==> src/hw/rtl/ipd_pkg.sv <==
// Shared types and constants for the +IPD payload deframer.
package ipd_pkg;

   localparam int LENGTH_BITS = 16;
   localparam int CFG_BITS    = 16;
   // room for length*10 + digit before the limit compare
   localparam int ACC_BITS    = ((LENGTH_BITS > CFG_BITS) ? LENGTH_BITS : CFG_BITS) + 4;

   localparam logic [7:0] CHAR_PLUS  = 8'h2B;
   localparam logic [7:0] CHAR_I     = 8'h49;
   localparam logic [7:0] CHAR_P     = 8'h50;
   localparam logic [7:0] CHAR_D     = 8'h44;
   localparam logic [7:0] CHAR_COMMA = 8'h2C;
   localparam logic [7:0] CHAR_COLON = 8'h3A;
   localparam logic [7:0] CHAR_ZERO  = 8'h30;
   localparam logic [7:0] CHAR_NINE  = 8'h39;
   localparam logic [7:0] IDLE_BYTE  = 8'hFF;

   localparam logic [CFG_BITS-1:0] LIMIT_RESET = CFG_BITS'(2048);

   typedef enum logic [6:0] {
      PH_WAIT_PLUS  = 7'b0000001,
      PH_WAIT_I     = 7'b0000010,
      PH_WAIT_P     = 7'b0000100,
      PH_WAIT_D     = 7'b0001000,
      PH_WAIT_COMMA = 7'b0010000,
      PH_READ_LEN   = 7'b0100000,
      PH_READ_DATA  = 7'b1000000
   } ipd_phase_type;

   typedef struct packed {
      logic       vld;
      logic [7:0] data;
      logic       last;
      logic       err;
   } ipd_result_type;

endpackage

==> src/hw/rtl/ipd_payload_deframer_top.sv <==
// Top level of the +IPD payload deframer: input register, parser, result register.
// Usage:
//   req_ channel carries the modem receive stream, one byte per transaction;
//   byte 0xFF is an idle filler and is dropped. The block looks for "+IPD,",
//   reads a decimal length up to ':' and then forwards that many payload bytes
//   on the rsp_ channel, flagging the final one with rsp_last_of_packet.
//   A missing comma, a bad length character or a length above the limit
//   produces one transaction with rsp_format_error set and payload zero.
//   csr_wr_en/csr_wr_data write the length limit (reset value 2048); write it
//   only while no bytes are in flight.
// Timing:
//   A byte accepted into the input register is parsed combinationally when it
//   advances, and its result is captured and presented by the result register.
//   Throughput is one byte per cycle while rsp_ready is high, set by the
//   combinational parser step between the input and result registers.
// Reset clears the parser to hunting for '+', drops any held byte and result.
// When the receiver stalls, the result register holds; one more byte is taken
// into the input register, then req_ready falls until the result is taken.
module ipd_payload_deframer_top (
   input  logic                          clock,
   input  logic                          reset,
   input  logic                          req_valid,
   output logic                          req_ready,
   input  logic [7:0]                    req_rx_byte,
   output logic                          rsp_valid,
   input  logic                          rsp_ready,
   output logic [7:0]                    rsp_payload_byte,
   output logic                          rsp_last_of_packet,
   output logic                          rsp_format_error,
   input  logic                          csr_wr_en,
   input  logic [ipd_pkg::CFG_BITS-1:0]  csr_wr_data
);
   import ipd_pkg::*;

   logic                  in_vld_ff, in_vld_in;
   logic [7:0]            in_byte_ff;
   logic                  rsp_vld_ff, rsp_vld_in;
   logic [7:0]            rsp_data_ff;
   logic                  rsp_last_ff;
   logic                  rsp_err_ff;
   logic [CFG_BITS-1:0]   limit_ff;
   logic                  adv;
   logic                  req_acc;
   ipd_result_type        res;

   assign adv       = in_vld_ff && (!rsp_vld_ff || rsp_ready);
   assign req_ready = !in_vld_ff || adv;
   assign req_acc   = req_valid && req_ready;
   assign in_vld_in = req_acc || (in_vld_ff && !adv);
   assign rsp_vld_in = adv ? res.vld : (rsp_vld_ff && !rsp_ready);

   ipd_parser u_parser (
      .clock        (clock),
      .reset        (reset),
      .step         (adv),
      .rx_byte      (in_byte_ff),
      .length_limit (limit_ff),
      .result       (res)
   );

   always_ff @(posedge clock) begin
      if (reset) begin
         in_vld_ff  <= 1'b0;
         rsp_vld_ff <= 1'b0;
         limit_ff   <= LIMIT_RESET;
      end else begin
         in_vld_ff  <= in_vld_in;
         rsp_vld_ff <= rsp_vld_in;
         if (csr_wr_en) begin
            limit_ff <= csr_wr_data;
         end
      end
   end

   always_ff @(posedge clock) begin
      if (req_acc) begin
         in_byte_ff <= req_rx_byte;
      end
      if (adv && res.vld) begin
         rsp_data_ff <= res.data;
         rsp_last_ff <= res.last;
         rsp_err_ff  <= res.err;
      end
   end

   assign rsp_valid          = rsp_vld_ff;
   assign rsp_payload_byte   = rsp_data_ff;
   assign rsp_last_of_packet = rsp_last_ff;
   assign rsp_format_error   = rsp_err_ff;

   // held byte must not be lost or altered while the result side is blocked
   a_in_hold: assert property (@(posedge clock) disable iff (reset)
      (in_vld_ff && !adv) |=> (in_vld_ff && $stable(in_byte_ff)))
      else $error("input byte dropped or changed while stalled");

   a_in_load: assert property (@(posedge clock) disable iff (reset)
      req_acc |=> in_vld_ff)
      else $error("accepted transaction not held in input register");

   a_res_load: assert property (@(posedge clock) disable iff (reset)
      (adv && res.vld) |=> rsp_vld_ff)
      else $error("parser result not captured");

   a_err_excl: assert property (@(posedge clock) disable iff (reset)
      (rsp_vld_ff && rsp_err_ff) |-> (!rsp_last_ff && (rsp_data_ff == 8'h00)))
      else $error("error transaction carries data or last flag");

endmodule

==> src/hw/rtl/ipd_parser.sv <==
// Header/length parser: phase and remaining-length state, one byte per step.
module ipd_parser (
   input  logic                          clock,
   input  logic                          reset,
   input  logic                          step,
   input  logic [7:0]                    rx_byte,
   input  logic [ipd_pkg::CFG_BITS-1:0]  length_limit,
   output ipd_pkg::ipd_result_type       result
);
   import ipd_pkg::*;

   ipd_phase_type            phase_ff, phase_in;
   logic [LENGTH_BITS-1:0]   rem_ff, rem_in;
   logic [LENGTH_BITS-1:0]   rem_dec;
   logic [ACC_BITS-1:0]      rem_ext, acc_sum, lim_ext, cap_ext, eff_lim;
   logic [3:0]               digit_raw;
   logic                     is_digit;

   assign rem_ext   = ACC_BITS'(rem_ff);
   assign digit_raw = 4'(rx_byte - CHAR_ZERO);
   assign is_digit  = (rx_byte >= CHAR_ZERO) && (rx_byte <= CHAR_NINE);
   assign acc_sum   = (rem_ext << 3) + (rem_ext << 1) + ACC_BITS'(digit_raw);
   assign lim_ext   = ACC_BITS'(length_limit);
   assign cap_ext   = ACC_BITS'({LENGTH_BITS{1'b1}});
   assign eff_lim   = (lim_ext > cap_ext) ? cap_ext : lim_ext;
   assign rem_dec   = (rem_ff != '0) ? rem_ff - LENGTH_BITS'(1) : '0;

   always_comb begin
      phase_in = phase_ff;
      rem_in   = rem_ff;
      result   = '0;
      if (step && (rx_byte != IDLE_BYTE)) begin
         unique case (phase_ff)
            PH_WAIT_I: begin
               phase_in = (rx_byte == CHAR_I) ? PH_WAIT_P : PH_WAIT_PLUS;
            end
            PH_WAIT_P: begin
               phase_in = (rx_byte == CHAR_P) ? PH_WAIT_D : PH_WAIT_PLUS;
            end
            PH_WAIT_D: begin
               phase_in = (rx_byte == CHAR_D) ? PH_WAIT_COMMA : PH_WAIT_PLUS;
            end
            PH_WAIT_COMMA: begin
               rem_in = '0;
               if (rx_byte == CHAR_COMMA) begin
                  phase_in = PH_READ_LEN;
               end else begin
                  result.vld = 1'b1;
                  result.err = 1'b1;
                  phase_in   = PH_WAIT_PLUS;
               end
            end
            PH_READ_LEN: begin
               if (is_digit) begin
                  if (acc_sum > eff_lim) begin
                     result.vld = 1'b1;
                     result.err = 1'b1;
                     phase_in   = PH_WAIT_PLUS;
                     rem_in     = '0;
                  end else begin
                     rem_in = acc_sum[LENGTH_BITS-1:0];
                  end
               end else if (rx_byte == CHAR_COLON) begin
                  // empty packet closes straight away
                  phase_in = (rem_ff == '0) ? PH_WAIT_PLUS : PH_READ_DATA;
               end else begin
                  result.vld = 1'b1;
                  result.err = 1'b1;
                  phase_in   = PH_WAIT_PLUS;
                  rem_in     = '0;
               end
            end
            PH_READ_DATA: begin
               result.vld  = 1'b1;
               result.data = rx_byte;
               result.last = (rem_dec == '0);
               rem_in      = rem_dec;
               if (rem_dec == '0) begin
                  phase_in = PH_WAIT_PLUS;
               end
            end
            default: begin
               // waiting for '+', also recovers from any stray code
               phase_in = (rx_byte == CHAR_PLUS) ? PH_WAIT_I : PH_WAIT_PLUS;
            end
         endcase
      end
   end

   always_ff @(posedge clock) begin
      if (reset) begin
         phase_ff <= PH_WAIT_PLUS;
         rem_ff   <= '0;
      end else begin
         phase_ff <= phase_in;
         rem_ff   <= rem_in;
      end
   end

endmodule
==> config.mk <==
export PLATFORM = sky130hd
export DESIGN_NAME = ipd_payload_deframer_top
export DESIGN_NICKNAME = d
export VERILOG_FILES = /design/src/hw/rtl/ipd_pkg.sv /design/src/hw/rtl/ipd_payload_deframer_top.sv /design/src/hw/rtl/ipd_parser.sv
export SDC_FILE = /design/constraint.sdc
export NUM_CORES = 1
export LEC_CHECK = 0
export BUFFER_PORTS_ARGS = -buffer_cell sky130_fd_sc_hd__buf_2
export CAP_MARGIN = 15
export CORE_UTILIZATION = 40
export CTS_BUF_LIST = sky130_fd_sc_hd__clkbuf_8
export CTS_CLUSTER_DIAMETER = 200
export DETAILED_ROUTE_END_ITERATION = 8
export GPL_TIMING_DRIVEN = 1
export SLEW_MARGIN = 40
export SYNTH_ARGS = -nofsm -noshare
export SYNTH_HDL_FRONTEND = slang
export SYNTH_HIERARCHICAL = 1
export SYNTH_SLANG_ARGS = --single-unit
export TNS_END_PERCENT = 50
==> constraint.sdc <==
create_clock -name clock -period 6.26 [get_ports clock]
set_clock_uncertainty 0.05 [all_clocks]
set_input_delay 1.252 -clock clock [delete_from_list [all_inputs] [get_ports clock]]
set_output_delay 1.252 -clock clock [all_outputs]
set_load 0.005 [all_outputs]
==> After elaboration in Yosys (flattened, before gate mapping) <==
Cells that the tools add are included.
{ "op_classes": {"add_sub_neg": 4, "multipliers": 0, "div_mod_pow": 0, "magnitude_cmp": 4, "n_eq_ne": 16, "shift": 0, "muxes": 26, "n_bitwise": 0, "reduce_logical": 21} }
{ "op_table": {"columns": ["op", "n"], "rows": [
  ["2-to-1 mux 16 bit", 5],
  ["case mux 16 bit (3 select lines)", 1],
  ["case mux 7 bit (6 select lines)", 1],
  ["2-to-1 mux 7 bit", 5],
  ["logical NOT 16 bit", 2],
  ["equality test 8 x 6 -> 1 bit (second input constant)", 3],
  ["equality test 8 x 7 -> 1 bit (second input constant)", 3],
  ["adder 19 x 17 -> 20 bit", 1],
  ["adder 20 x 4 -> 20 bit", 1],
  ["greater-than comparator 20 bit", 1],
  ["greater-than comparator 16 bit (second input constant)", 1],
  ["nonzero test 16 bit", 1],
  ["subtractor 16 x 1 -> 16 bit (second input constant)", 1],
  ["2-to-1 mux 11 bit", 1],
  ["2-to-1 mux 9 bit", 1],
  ["greater-or-equal comparator 8 x 6 -> 1 bit (second input constant)", 1],
  ["less-or-equal comparator 8 x 6 -> 1 bit (second input constant)", 1],
  ["!= test 8 bit (second input constant)", 1],
  ["equality test 7 x 2 -> 1 bit (second input constant)", 1],
  ["equality test 7 x 3 -> 1 bit (second input constant)", 1],
  ["equality test 7 x 4 -> 1 bit (second input constant)", 1],
  ["equality test 7 x 5 -> 1 bit (second input constant)", 1],
  ["equality test 7 x 6 -> 1 bit (second input constant)", 1],
  ["equality test 7 bit (second input constant)", 1],
  ["other kinds (18)", 34]
]} }
{ "word_totals": {"register_bits": 59, "latchBits": 0, "ram_bits": 0, "mem_bits_ro": 0, "input_bits": 29, "output_inout_bits": 12, "elab_cells": 80, "n_memories": 0} }

==> Longest topological paths before layout <==
{ "logic_depth": {"ltp_word": 8, "ltp_mapped": 23, "mapped_depth_nobuf": 22} }

==> Hierarchy <==
The synthesis kept the hierarchy.
{ "modules_own_cells": {"columns": ["mod", "instances", "cells_per_inst", "area_per_inst_um2", "seq_area_each_um2"], "rows": [
  ["ipd_parser", 1, 480, 3472.1, 460.4],
  ["ipd_payload_deframer_top", 1, 81, 1213.7, 900.9]
]} }

==> Least setup slack after synthesis <==
OpenSTA, ideal clock, no wires.
{ "synth_timing": {"kind": "register to register", "start": "register u_parser.rem_ff[2]", "end": "register rsp_err_ff (netlist: rsp_format_error), enable pin", "setup_ps": 377, "arrival_time_ps": 4417, "t_required_ps": 5833, "path_slack_ps": 1415, "path_stages_with_launch": 23, "path_buffers": 1, "period_less_slack_ps": 4845, "path_cell_list": "dfxtp_1 -> buf_2 -> inv_1 -> fa_1 -> inv_1 -> fa_1 -> a211oi_1 -> o211ai_1 -> a21o_1 -> a21o_1 -> a21oi_1 -> xnor2_1 -> ha_1 -> and4_1 -> and2_0 -> a2bb2oi_1 -> o41ai_1 -> nand3b_1 -> nor4b_1 -> nor3_1 -> o31a_1 -> nand2_1 -> nor2b_1"} }
{ "synth_lines": {"columns": ["item", "line", "text"], "rows": [
  ["start: declaration", "ipd_parser.sv:13", "logic [LENGTH_BITS-1:0] rem_ff, rem_in;"],
  ["start signal: assignment", "ipd_parser.sv:96", "rem_ff <= rem_in;"],
  ["end signal: assignment", "ipd_payload_deframer_top.sv:82", "rsp_err_ff <= res.err;"],
  ["end: declaration", "ipd_payload_deframer_top.sv:40", "logic rsp_err_ff;"]
]} }

==> Worst setup path in the final report <==
{ "layout_timing": {"start": "register u_parser.rem_ff[2]", "end": "register u_parser.rem_ff[3]"} }
{ "layout_between": {"elab_chain_len": 6, "elab_cells_between_ends": 9, "cone_classes": "3 x add/sub; 1 x order compare; 4 x mux; 1 x reduce/logical"} }
{ "layout_lines": {"columns": ["item", "line", "text"], "rows": [
  ["adder 19 x 17 -> 20 bit", "ipd_parser.sv:22", "assign acc_sum = (rem_ext << 3) + (rem_ext << 1) + ACC_BITS'(digit_raw);"],
  ["adder 20 x 4 -> 20 bit", "ipd_parser.sv:22", null],
  ["greater-than comparator 20 bit", "ipd_parser.sv:55", "if (acc_sum > eff_lim) begin"],
  ["2-to-1 mux 16 bit", "ipd_parser.sv:55", null],
  ["2-to-1 mux 16 bit", "ipd_parser.sv:54", "if (is_digit) begin"],
  ["case mux 16 bit (3 select lines) (*)", "ipd_parser.sv:33", "unique case (phase_ff)"]
]} }
Every way passes the cells marked *; elsewhere a longest branch is shown, timed or not.
A chain may end at the register's enable or synchronous reset.

==> reports/qor.txt <==
Peak VDD IR: 0.121 mV
max cap viols: 0
TritonCTS clock tree: done
Compound-Gate Fraction of Synth Area: 0.218
met3 wire length: 887 um
fmax: 0.176 GHz
status: complete, no violations
clk_lat worst skew: 0.36 ns
clock buffer depth: 2
Routed WL per cell: 17.3 um
fin crit share: 0.908
max layer used: met4
diode count: 0
FF/Latch Area: 1360 um2
Core ar.: 11400 um2
max-slew violations: 0
DPL Wire Length: 9690 um
Sw Pwr: 199 uW
Vias: 4492
Resize count post-CTS: 0
WS Path Type: reg -> reg
Post-synth ARST share: 0
initial cell density of the core: 0.410
Post-synth EDFFs: 18
ANT nets after route: 0
largest area contributor in the netlist: dfxtp_1
CP required: 6.48 ns
Met2 Routed Length: 5810 um
worst endpoint data arrival time: 5.91 ns
startpoint type of the worst setup path: register
Fin. Hold Viols: 0
Hold Buf Count CTS: 0
initial antenna violation count: 0
Comb power frac: 0.068
Netlist cell types: 66
Post-Syn Area: 4690 um2
Syn Inst Count: 561
first-pass GRT wire length: 20900 um
Syn-to-layout area delta: 10.5%
Worst Max-Slew Pin Slew: 0.772 ns
most frequent cells in the layout: a21oi_1, ha_1, nor2_1, dfxtp_1
switch share: 0.235
vias in the first global route: 4170
final setup fails: 0
share of cells above drive strength 1: 0.119
Mean Syn Cell Area: 8.35 um2
register area share after synthesis: 0.291
utilization after layout: 0.454
row cnt: 39
leak pwr: 2.28 nW
clock-pin slew of the registers on the worst-case setup and hold paths: 0.07 ns
clk root buf: clkbuf_8
clock network fraction of design power: 0.443
RSZ-0062 raised after global routing: false
PD cells: 164 nW/um2
final WL: 12800 um
xor/xnor share of the synthesized area: 0.0299
Buffers on Ports: 40
# nets final: 670
fin crit period: 5.68 ns
die height: 110 um
Critical Path End Type: register
synthesis-stage register bit count: 59
metal1 wirelength: 5790 um
die area: 12200 um2
vias per cell: 6.08
top cells by area, synth: dfxtp_1, ha_1, edfxtp_1, a21oi_1, mux2i_1
number of synthesis warnings: 6
CTS Sinks: 59
fill count: 1152
Max Fanout on Critical Path: 10
Int Pwr: 649 uW
Synth Net Count: 640
die width: 110 um
Overflow after GRT: 0
DR pass1 iterations: 5
footprint of the multi-input gates: 3090 um2
share of total power in sequential cells: 0.488
Total GRT Usage: 0.224
Initial DRC Count: 403
total CTS buffers: 9
post-synthesis adder-cell area fraction: 0.137
Max-slew headroom: 0.482
largest family of logic cells by synthesized area: simple AND/OR/NAND/NOR gates
I/O pin cnt: 41
Main synth FF type: dfxtp_1
Simple-Gate Fraction of Synth Area: 0.234
Final TNS setup: 0 ns
DR DRC count: 0
Post-CTS Setup Bufs: 0
multiplexer share of the synthesized area: 0.0406
Yosys top cell area share: 0.175
largest net degree at the start of global routing: 47
R2R Setup Slk: 0.58 ns
Hold Crit Class: reg -> reg
CTS H-tree lvls: 3
routability congestion estimate: 0.897
[layer usage]
metal,up-vias,track usage
met3,26,0.0435
met4,0,0.0846
met2,190,0.356
li1,2160,-
met5,-,0
met1,2116,0.301
[through the flow]
stage | cell area [um2] | power [mW] | hold slack, ns | worst slack [ns] | instances
after global placement | 4960 | 0.478 | 0.427 | 0.737 | 723
after CTS | 5170 | 0.857 | 0.454 | 0.613 | 739
after detailed placement | 4970 | 0.481 | 0.436 | 0.633 | 723
after global routing | 5180 | 0.880 | 0.493 | 0.0758 | 739
after floorplan | 4690 | 0.460 | 0.410 | 1.42 | 561
final | 5180 | 0.848 | 0.444 | 0.576 | 739
[logic make-up (layout without fill, tap and decap cells)]
logic type | after synthesis | count (layout)
AND/OR/NAND/NOR | 203 | 203
AO/OA/AOI/OAI | 161 | 161
flip-flops | 59 | 59
buffers and inverters | 53 | 88
adder cells (fa/ha/maj) | 50 | 50
multiplexers | 19 | 19
XOR/XNOR | 16 | 16
[worst paths after layout]
check / startpoint / end / cells past startpoint
max: u_parser/rem_ff[2] / u_parser/rem_ff[3] / 20
min: limit_ff[4] / limit_ff[4] / 2
max reg2reg: u_parser/rem_ff[2] / u_parser/rem_ff[3] / 20
min reg2reg: limit_ff[4] / limit_ff[4] / 2
[power groups by stage]
stage	Combinational (mW)	Clock (mW)	Sequential, mW
6_report	0.0580	0.376	0.414
5_1_grt	0.0659	0.399	0.415
4_1_cts	0.0583	0.384	0.414
3_5_place_dp	0.0581	0	0.423
3_3_place_gp	0.0558	0	0.422
2_1_floorplan	0.0414	0	0.418
[cell type report]
class | instances | area share
Clock buffer | 9 | 0.0239
Inverter | 28 | 0.0203
Clock inverter | 7 | 0.0162
Sequential cell | 59 | 0.263
Timing Repair Buffer | 44 | 0.0449
Tap cell | 143 | 0.0345
Multi-Input combinational cell | 449 | 0.597
[worst max-delay path, cell delays in order, from the launching register on]
cell and delay (ns):
dfxtp_1 0.51, inv_1 0.15, fa_1 0.50, inv_1 0.07, ha_1 0.28, a21o_1 0.12
nand4_1 0.20, a21oi_1 0.20, o21a_1 0.14, o21ai_0 0.10, o311ai_0 0.57, ha_1 0.38
nand4_1 0.13, nor2_1 0.07, a21boi_0 0.12, o41ai_1 0.59, nand3b_1 0.21, nor4_2 0.63
buf_4 0.26, a221oi_1 0.09, a211oi_1 0.22
[registers in the layout, summed over array words and instances, names as in the netlist]
signal              flops
in_vld_ff               1
u_parser/phase_ff       7
rsp_format_error        1
in_byte_ff              8
rsp_valid               1
rsp_last_of_packet      1
u_parser/rem_ff        16
rsp_payload_byte        8
limit_ff               16
[cells in the mapped netlist, types with 3 or more instances]
cell type,instances
nand2b_1,7
xor2_1,6
o211ai_1,4
nor3b_1,4
clkbuf_1,16
a31oi_1,7
nand4_1,11
or4_1,7
and3_1,14
or3_1,7
and2_1,3
nand3b_1,3
dfxtp_1,41
buf_2,6
nand3_1,17
o21a_1,6
o21ai_0,37
xnor2_1,10
a21oi_1,48
a211oi_1,16
nor2_1,43
nor3_1,17
nor4b_1,4
nor2b_1,7
a211o_1,4
o31ai_1,4
a21o_1,12
edfxtp_1,18
and4_1,4
nand2_1,39
nor4_1,4
ha_1,48
inv_1,28
mux2i_1,19
Note: power is estimated with default switching activity, not from simulation.
